`config.mk`:
```
export PLATFORM = sky130hd
export DESIGN_NAME = altitude_row_delta_text_encoder
export DESIGN_NICKNAME = d
export VERILOG_FILES = /design/src/hdl/ardte_pkg.sv /design/src/hdl/altitude_row_delta_text_encoder.sv
export SDC_FILE = /design/constraint.sdc
export NUM_CORES = 1
export LEC_CHECK = 0
export ABC_AREA = 1
export BUFFER_PORTS_ARGS = -buffer_cell sky130_fd_sc_hd__clkbuf_2
export CAP_MARGIN = 20
export CORE_ASPECT_RATIO = 0.75
export CORE_MARGIN = 5
export CORE_UTILIZATION = 55
export CTS_CLUSTER_DIAMETER = 200
export DETAILED_ROUTE_END_ITERATION = 16
export PLACE_DENSITY_LB_ADDON = 0.1
export SLEW_MARGIN = 15
export SYNTH_ARGS = -nofsm -noshare
export SYNTH_HDL_FRONTEND = slang
export SYNTH_SLANG_ARGS = --single-unit
```
`constraint.sdc`:
```
create_clock -name clk -period 3 [get_ports clk]
set_input_delay 0.3 -clock clk [delete_from_list [all_inputs] [get_ports clk]]
set_output_delay 0.3 -clock clk [all_outputs]
set_load 0.01 [all_outputs]
```
`src/hdl/ardte_pkg.sv`:
```
// Shared character constants and widths for the altitude row delta text encoder.
package ardte_pkg;

	localparam int unsigned SAMPLE_W = 16;
	localparam int unsigned CHAR_W   = 7;
	localparam int unsigned CHUNK_W  = 5;

	localparam logic [CHAR_W-1:0] CHAR_OFFSET    = 7'h3f;
	localparam logic [CHAR_W-1:0] CHAR_CONT      = 7'h20;
	localparam logic [CHAR_W-1:0] CHAR_COLON     = 7'h3a;
	localparam logic [CHAR_W-1:0] CHAR_BACKSLASH = 7'h5c;

	typedef logic [SAMPLE_W-1:0] sample_t;
	typedef logic [CHAR_W-1:0]   char_t;

endpackage

```
`src/hdl/altitude_row_delta_text_encoder.sv`:
```
// Top level: delta, zero-run and zigzag text encoder for rows of altitude samples.
//
// Input beats arrive on the s_ group: tdata[15:0] is a signed altitude sample and
// tlast marks the last sample of a row. Output beats leave on the m_ group, one
// ASCII character per beat: tdata[6:0] is the character, tuser flags the last
// character caused by one sample, and tlast flags the last character of a row.
// A sample may cause no character at all (a zero difference inside a run).
//
// With the default ROW_LENGTH, one sample produces between zero and six
// characters. A single chunk unit (compare against 32, add the 0x3f offset,
// shift right by five) produces one character per cycle under a small
// sequencer while the output register can take it, and s_tready stays low
// while characters remain. The first character is written into the output
// register after the input beat is taken, once that register is free. The next
// sample is taken as soon as the last character of the current one is in the
// output register, even if that character is still waiting.
//
// When the receiver holds m_tready low, the output register keeps its beat and
// the sequencer waits. Reset clears the previous sample, the run count and all
// pending characters.
module altitude_row_delta_text_encoder #(
	parameter int unsigned ROW_LENGTH = 256
) (
	input  logic       clk,
	input  logic       arst_n,
	input  logic       s_tvalid,
	output logic       s_tready,
	input  logic [15:0] s_tdata,  // [15:0] altitude
	input  logic       s_tlast,   // end_of_row
	output logic       m_tvalid,
	input  logic       m_tready,
	output logic [7:0] m_tdata,   // [6:0] code_char, [7] zero
	output logic [0:0] m_tuser,   // [0] last_of_item
	output logic       m_tlast    // last_of_row
);

	localparam int unsigned RUN_W = $clog2(ROW_LENGTH + 1);

	localparam logic [1:0] ST_IDLE  = 2'd0;
	localparam logic [1:0] ST_COLON = 2'd1;
	localparam logic [1:0] ST_VAL   = 2'd2;
	localparam logic [1:0] ST_DUP   = 2'd3;

	logic [1:0]         state_q;
	ardte_pkg::sample_t prev_q;
	logic [RUN_W-1:0]   run_q;
	ardte_pkg::sample_t val_q;
	ardte_pkg::sample_t zz_q;
	logic               zz_pend_q;
	logic               cnt_pend_q;
	logic               eor_q;

	logic               obuf_valid_q;
	ardte_pkg::char_t   obuf_char_q;
	logic               obuf_item_q;
	logic               obuf_row_q;

	// Accept-side arithmetic.
	logic               accept;
	ardte_pkg::sample_t diff;
	ardte_pkg::sample_t zz;
	logic               diff_zero;
	logic [RUN_W-1:0]   run_inc;
	logic               cnt_emit;
	logic [RUN_W-1:0]   cnt_val;

	// Chunk unit and sequencer.
	logic               adv;
	ardte_pkg::char_t   ch;
	ardte_pkg::char_t   tail_char;
	logic               seg_fin;
	logic               cont;
	logic               last_char;

	assign s_tready = (state_q == ST_IDLE);
	assign accept   = s_tvalid && s_tready;

	assign diff      = s_tdata - prev_q;
	assign diff_zero = (diff == '0);
	assign zz        = diff[15] ? ~{diff[14:0], 1'b0} : {diff[14:0], 1'b0};
	assign run_inc   = (run_q < RUN_W'(ROW_LENGTH)) ? run_q + RUN_W'(1) : run_q;
	assign cnt_emit  = diff_zero ? s_tlast : (run_q != '0);
	assign cnt_val   = diff_zero ? run_inc : run_q;

	assign adv = (state_q != ST_IDLE) && (!obuf_valid_q || m_tready);

	assign tail_char = ardte_pkg::CHAR_OFFSET + ardte_pkg::char_t'(val_q[4:0]);

	always_comb begin
		ch      = ardte_pkg::CHAR_BACKSLASH;
		seg_fin = 1'b0;
		cont    = 1'b0;
		case (state_q)
			ST_COLON: begin
				ch      = ardte_pkg::CHAR_COLON;
				seg_fin = 1'b1;
				cont    = cnt_pend_q;
			end
			ST_VAL: begin
				if (val_q[15:5] != '0) begin
					ch = ardte_pkg::CHAR_OFFSET
						+ (ardte_pkg::CHAR_CONT | ardte_pkg::char_t'(val_q[4:0]));
				end else begin
					ch      = tail_char;
					seg_fin = (tail_char != ardte_pkg::CHAR_BACKSLASH);
					cont    = zz_pend_q;
				end
			end
			ST_DUP: begin
				ch      = ardte_pkg::CHAR_BACKSLASH;
				seg_fin = 1'b1;
				cont    = zz_pend_q;
			end
			default: begin
				ch      = ardte_pkg::CHAR_BACKSLASH;
				seg_fin = 1'b0;
				cont    = 1'b0;
			end
		endcase
	end

	assign last_char = seg_fin && !cont;

	always_ff @(posedge clk or negedge arst_n) begin
		if (!arst_n) begin
			state_q    <= ST_IDLE;
			prev_q     <= '0;
			run_q      <= '0;
			zz_pend_q  <= 1'b0;
			cnt_pend_q <= 1'b0;
			eor_q      <= 1'b0;
		end else if (accept) begin
			prev_q     <= s_tlast ? '0 : s_tdata;
			eor_q      <= s_tlast;
			cnt_pend_q <= s_tlast;
			zz_pend_q  <= !diff_zero && cnt_emit;
			if (s_tlast || !diff_zero) begin
				run_q <= '0;
			end else begin
				run_q <= run_inc;
			end
			if (diff_zero) begin
				if (run_q == '0) begin
					state_q <= ST_COLON;
				end else if (s_tlast) begin
					state_q <= ST_VAL;
				end else begin
					state_q <= ST_IDLE;
				end
			end else begin
				state_q <= ST_VAL;
			end
		end else if (adv) begin
			if (seg_fin) begin
				if (state_q == ST_COLON) begin
					state_q    <= cnt_pend_q ? ST_VAL : ST_IDLE;
					cnt_pend_q <= 1'b0;
				end else begin
					state_q   <= zz_pend_q ? ST_VAL : ST_IDLE;
					zz_pend_q <= 1'b0;
				end
			end else if (state_q == ST_VAL && val_q[15:5] == '0) begin
				// Final chunk came out as a backslash; it is sent twice.
				state_q <= ST_DUP;
			end
		end
	end

	// Value shifter: loaded at accept, shifted by chunks, reloaded for zigzag.
	always_ff @(posedge clk) begin
		if (accept) begin
			val_q <= cnt_emit ? ardte_pkg::sample_t'(cnt_val) : zz;
			zz_q  <= zz;
		end else if (adv) begin
			if (seg_fin && state_q != ST_COLON && zz_pend_q) begin
				val_q <= zz_q;
			end else if (state_q == ST_VAL) begin
				val_q <= val_q >> ardte_pkg::CHUNK_W;
			end
		end
	end

	always_ff @(posedge clk or negedge arst_n) begin
		if (!arst_n) begin
			obuf_valid_q <= 1'b0;
		end else if (adv) begin
			obuf_valid_q <= 1'b1;
		end else if (m_tready) begin
			obuf_valid_q <= 1'b0;
		end
	end

	always_ff @(posedge clk) begin
		if (adv) begin
			obuf_char_q <= ch;
			obuf_item_q <= last_char;
			obuf_row_q  <= last_char && eor_q;
		end
	end

	assign m_tvalid = obuf_valid_q;
	assign m_tdata  = {1'b0, obuf_char_q};
	assign m_tuser  = obuf_item_q;
	assign m_tlast  = obuf_row_q;

endmodule

```
==> results.toml <==
[status]
outcome = "finished with violations"
failed_checks = "negative setup slack"

[layout]
final_nets = 797
areaGrowthSynthToFinish_pct = 28.2
diodes = 0
post-route-cell-area_sq_um = 6250
finish.utilization = 0.730
drive_above_1_share = 0.262

[global_routing]
globalRouteTotalUtil = 0.252
largest_net_degree_at_the_start_of_global_routing = 32
first_global_vias = 4268
grt_antenna_before_repair = 0
grt_pass1_wl_mm = 21.6
overflow = 0

[timing]
timing.max_slew.rel_slack = 0.419
period_share = 1.17
worst_slack_ns = -0.501
final_period_minus_worst_setup_slack_ns = 3.50
finalMaxSlewViolations = 0
worstMarginPinSlew_ns = 0.872
setup_viol = 28
rsz0062_at_grt = "true"
report.final.hold_viol_count = 0
worst_skew_ns = 0.00791
max_freq_mhz = 286

[worst_setup_path]
cp_required_ns = 3.08
worst_path_max_delay_cell = "sky130_fd_sc_hd__dfrtp_1"
worst-setup-path-type = "reg2reg"
crit_top_cell = "sky130_fd_sc_hd__nand3_2"
critical-path-max-stage-delay_ns = 0.39
cell_chain_critical_path = "ha_2 > fa_2 > inv_2 > nand3_2 > nand2_2 > nand3_2 > nand3_2 > a21oi_2 > o21ai_2 > xor2_1 > ha_2 > nand3_1 > nor2_1 > nand3_1 > nor2_1 > nand3_1 > nor2_4 > nand2_4 > nand2_4 > nand2_4 > buf_4 > nand3_2 > o21ai_2"
critical_path_data_arrival_time_ns = 3.58
end_kind = "flip-flop"
crit_path_start_kind = "flip-flop"
cp_max_fo = 6

[cts]
numClockSinks = 72
cts_root_buffer_type = "sky130_fd_sc_hd__clkbuf_16"
clk_latency_ns = 0.34
tritoncts.num_buffers = 9
cts.htree.levels = 3
cts_hold_buf = 0
cts_tree = "built"
cts.path.max_buffers = 2
clk_pin_slew_ns = 0.05

[yosys]
synth-seq-area-share = 0.411
yosysWarnings = 0
postSynth.asyncResetShare = 0.431
synthDistinctLibCells = 38
yosys_register_bits = 72
synthesis.area_per_instance_sq_um = 7.62
syn-instance-count = 640
ys_top_cells_by_area = "sky130_fd_sc_hd__edfxtp_1 (25%), sky130_fd_sc_hd__dfrtp_1 (16%), sky130_fd_sc_hd__nand2_1 (13%)"
synthDominantAreaCellType = "sky130_fd_sc_hd__edfxtp_1"
syn_area_sq_um = 4880
synthFlopType = "sky130_fd_sc_hd__edfxtp_1"
synth_top_area_share = 0.252
postSynthNetCount = 687
count_of_flip_flops_with_a_built_in_enable_after_synthesis = 41

[min_path]
worst_hold_path_type = "in2async"

[floorplan]
floorplan.io_pins = 33
floorplan.initialDensity = 0.570
die_footprint_sq_um = 10900
chipWidth_um = 119
floorplan.die.height_um = 91.6
core_sq_um = 8560
num_rows = 29

[routing]
drt.antenna.violating_nets = 0
post_drt_wl_per_cell_um = 15.9
drt_iter0_markers = 555
route.detailed.drc = 0
routed_wirelength_mm = 13.7
dr_total_vias = 4642
post_drt_via_cell_ratio = 5.38
drt-pass1-iter-count = 8

[place]
place_area_sq_um = 5530
dp_hpwl_mm = 9.61
finalWeightedCongestion = 0.912
portBuffers = 31

[power]
ir_worst_vdd_mv = 0.621
cellPowerDensity_nw_per_um2 = 1070
p_leak_nw = 3.12

[flow_run]
maxCapViolCount = 0
==> through the flow <==
step | setup TNS (ns) | setup slack, ns | power (W) | hold WS (ns) | cells
finish | -10.73 | -0.501 | 0.00669 | 0.0656 | 863
global route | -15.20 | -0.636 | 0.00718 | 0.131 | 863
CTS | -6.72 | -0.341 | 0.00645 | 0.0883 | 851
detailed placement | -9.87 | -0.485 | 0.00520 | 0.450 | 823
global placement | -6.40 | -0.386 | 0.00515 | 0.428 | 823
floorplan | -1.13 | -0.133 | 0.00399 | 0.00441 | 640
==> metal layers <==
layer,track usage,part of all wire
met5,0,0
met4,0.0656,0.015
met3,0.0665,0.080
met2,0.358,0.42
met1,0.379,0.49
==> Yosys cell counts (3+ instances only) <==
cell type and instances:
sky130_fd_sc_hd__dfrtp_1 31, sky130_fd_sc_hd__edfxtp_1 41, sky130_fd_sc_hd__nand3_2 5, sky130_fd_sc_hd__inv_1 114, sky130_fd_sc_hd__o32ai_1 3, sky130_fd_sc_hd__nor2_1 37, sky130_fd_sc_hd__clkbuf_1 5, sky130_fd_sc_hd__nor2_4 4
sky130_fd_sc_hd__buf_2 3, sky130_fd_sc_hd__o22ai_1 4, sky130_fd_sc_hd__o21ai_0 35, sky130_fd_sc_hd__nand3_1 53, sky130_fd_sc_hd__clkinv_1 5, sky130_fd_sc_hd__nand4_1 9, sky130_fd_sc_hd__xor2_1 22, sky130_fd_sc_hd__nor3_1 8
sky130_fd_sc_hd__nand2_1 175, sky130_fd_sc_hd__nand2_4 3, sky130_fd_sc_hd__a21oi_1 19, sky130_fd_sc_hd__nand2_2 7, sky130_fd_sc_hd__o211ai_1 12, sky130_fd_sc_hd__ha_1 25
==> worst paths after layout <==
path | cells after the start | to | from | slack, ns
max reg2reg | 23 | val_q[13]$_DFFE_PP_ | prev_q[0]$_DFFE_PN0P_ | -0.50
min in group clk | 3 | prev_q[9]$_DFFE_PN0P_ | s_tdata[9] | 0.19
min reg2reg | 2 | m_tvalid$_DFFE_PN0P_ | m_tvalid$_DFFE_PN0P_ | 0.50
max | 23 | val_q[13]$_DFFE_PP_ | prev_q[0]$_DFFE_PN0P_ | -0.50
max in group asynchronous | 1 | prev_q[1]$_DFFE_PN0P_ | arst_n | 2.38
min | 1 | prev_q[11]$_DFFE_PN0P_ | arst_n | 0.07
==> cell type report <==
| class | count | area, sq um |
|---|---|---|
| Multi-Input combinational cell | 437 | 2580 |
| Fill cell | 708 | 2310 |
| Sequential cell | 72 | 2010 |
| Timing Repair Buffer | 108 | 748 |
| Inverter | 122 | 465 |
| Clock buffer | 11 | 233 |
| Tap cell | 108 | 135 |
| Clock inverter | 5 | 81.3 |
==> report_power, final <==
group / internal (W) / switching, W / leakage, nW
Combinational: 0.00138 / 0.00236 / 2.18
Clock: 0.000728 / 0.000421 / 0.150
Sequential: 0.00165 / 0.000142 / 0.791
Total: 0.00377 / 0.00293 / 3.12
==> state kept, by name (all words and copies together) (netlist names) <==
register     cells
state_q          2
m_tuser          1
zz_pend_q        1
m_tlast          1
zz_q            16
obuf_char_q      7
eor_q            1
val_q           16
run_q            9
m_tvalid         1
cnt_pend_q       1
prev_q          16
==> cell families after synthesis <==
logic type      count (synthesis)  share of synthesized area
compound gates                 77                     0.0895
buf+inv                       134                      0.107
other cells                     1                   0.000769
xor+xnor                       24                     0.0431
flops                          72                      0.411
fa+ha+maj                      26                     0.0682
simple gates                  306                      0.280
==> critical path, delay by kind of cell, from the launching register on <==
family | cells | cell delay, ns
buffers and inverters | 2 | 0.22
flip-flops | 1 | 0.39
AND/OR/NAND/NOR | 14 | 1.48
adder cells (fa/ha/maj) | 3 | 0.72
XOR/XNOR | 1 | 0.18
AO/OA/AOI/OAI | 3 | 0.25
==> layout by cell type (no fill, tap or decap), drive strengths merged, types with 7 or more instances in the layout <==
master / n
nand2: 188
nand4: 9
a21oi: 19
clkbuf: 42
ha: 25
edfxtp: 41
nand3: 58
o21ai: 37
clkinv: 7
xor2: 22
nor3: 8
nor2: 42
inv: 117
o211ai: 12
buf: 77
dfrtp: 31
==> what timing repair did <==
item                                    in CTS  in global routing
cloned                                       1                  2
pin swaps                                    6                 14
endpoints found under the setup margin      28                 28
buffers inserted                            11                 10
resized for setup                           24                 40
No activity file was read; power rests on OpenSTA's default activity.
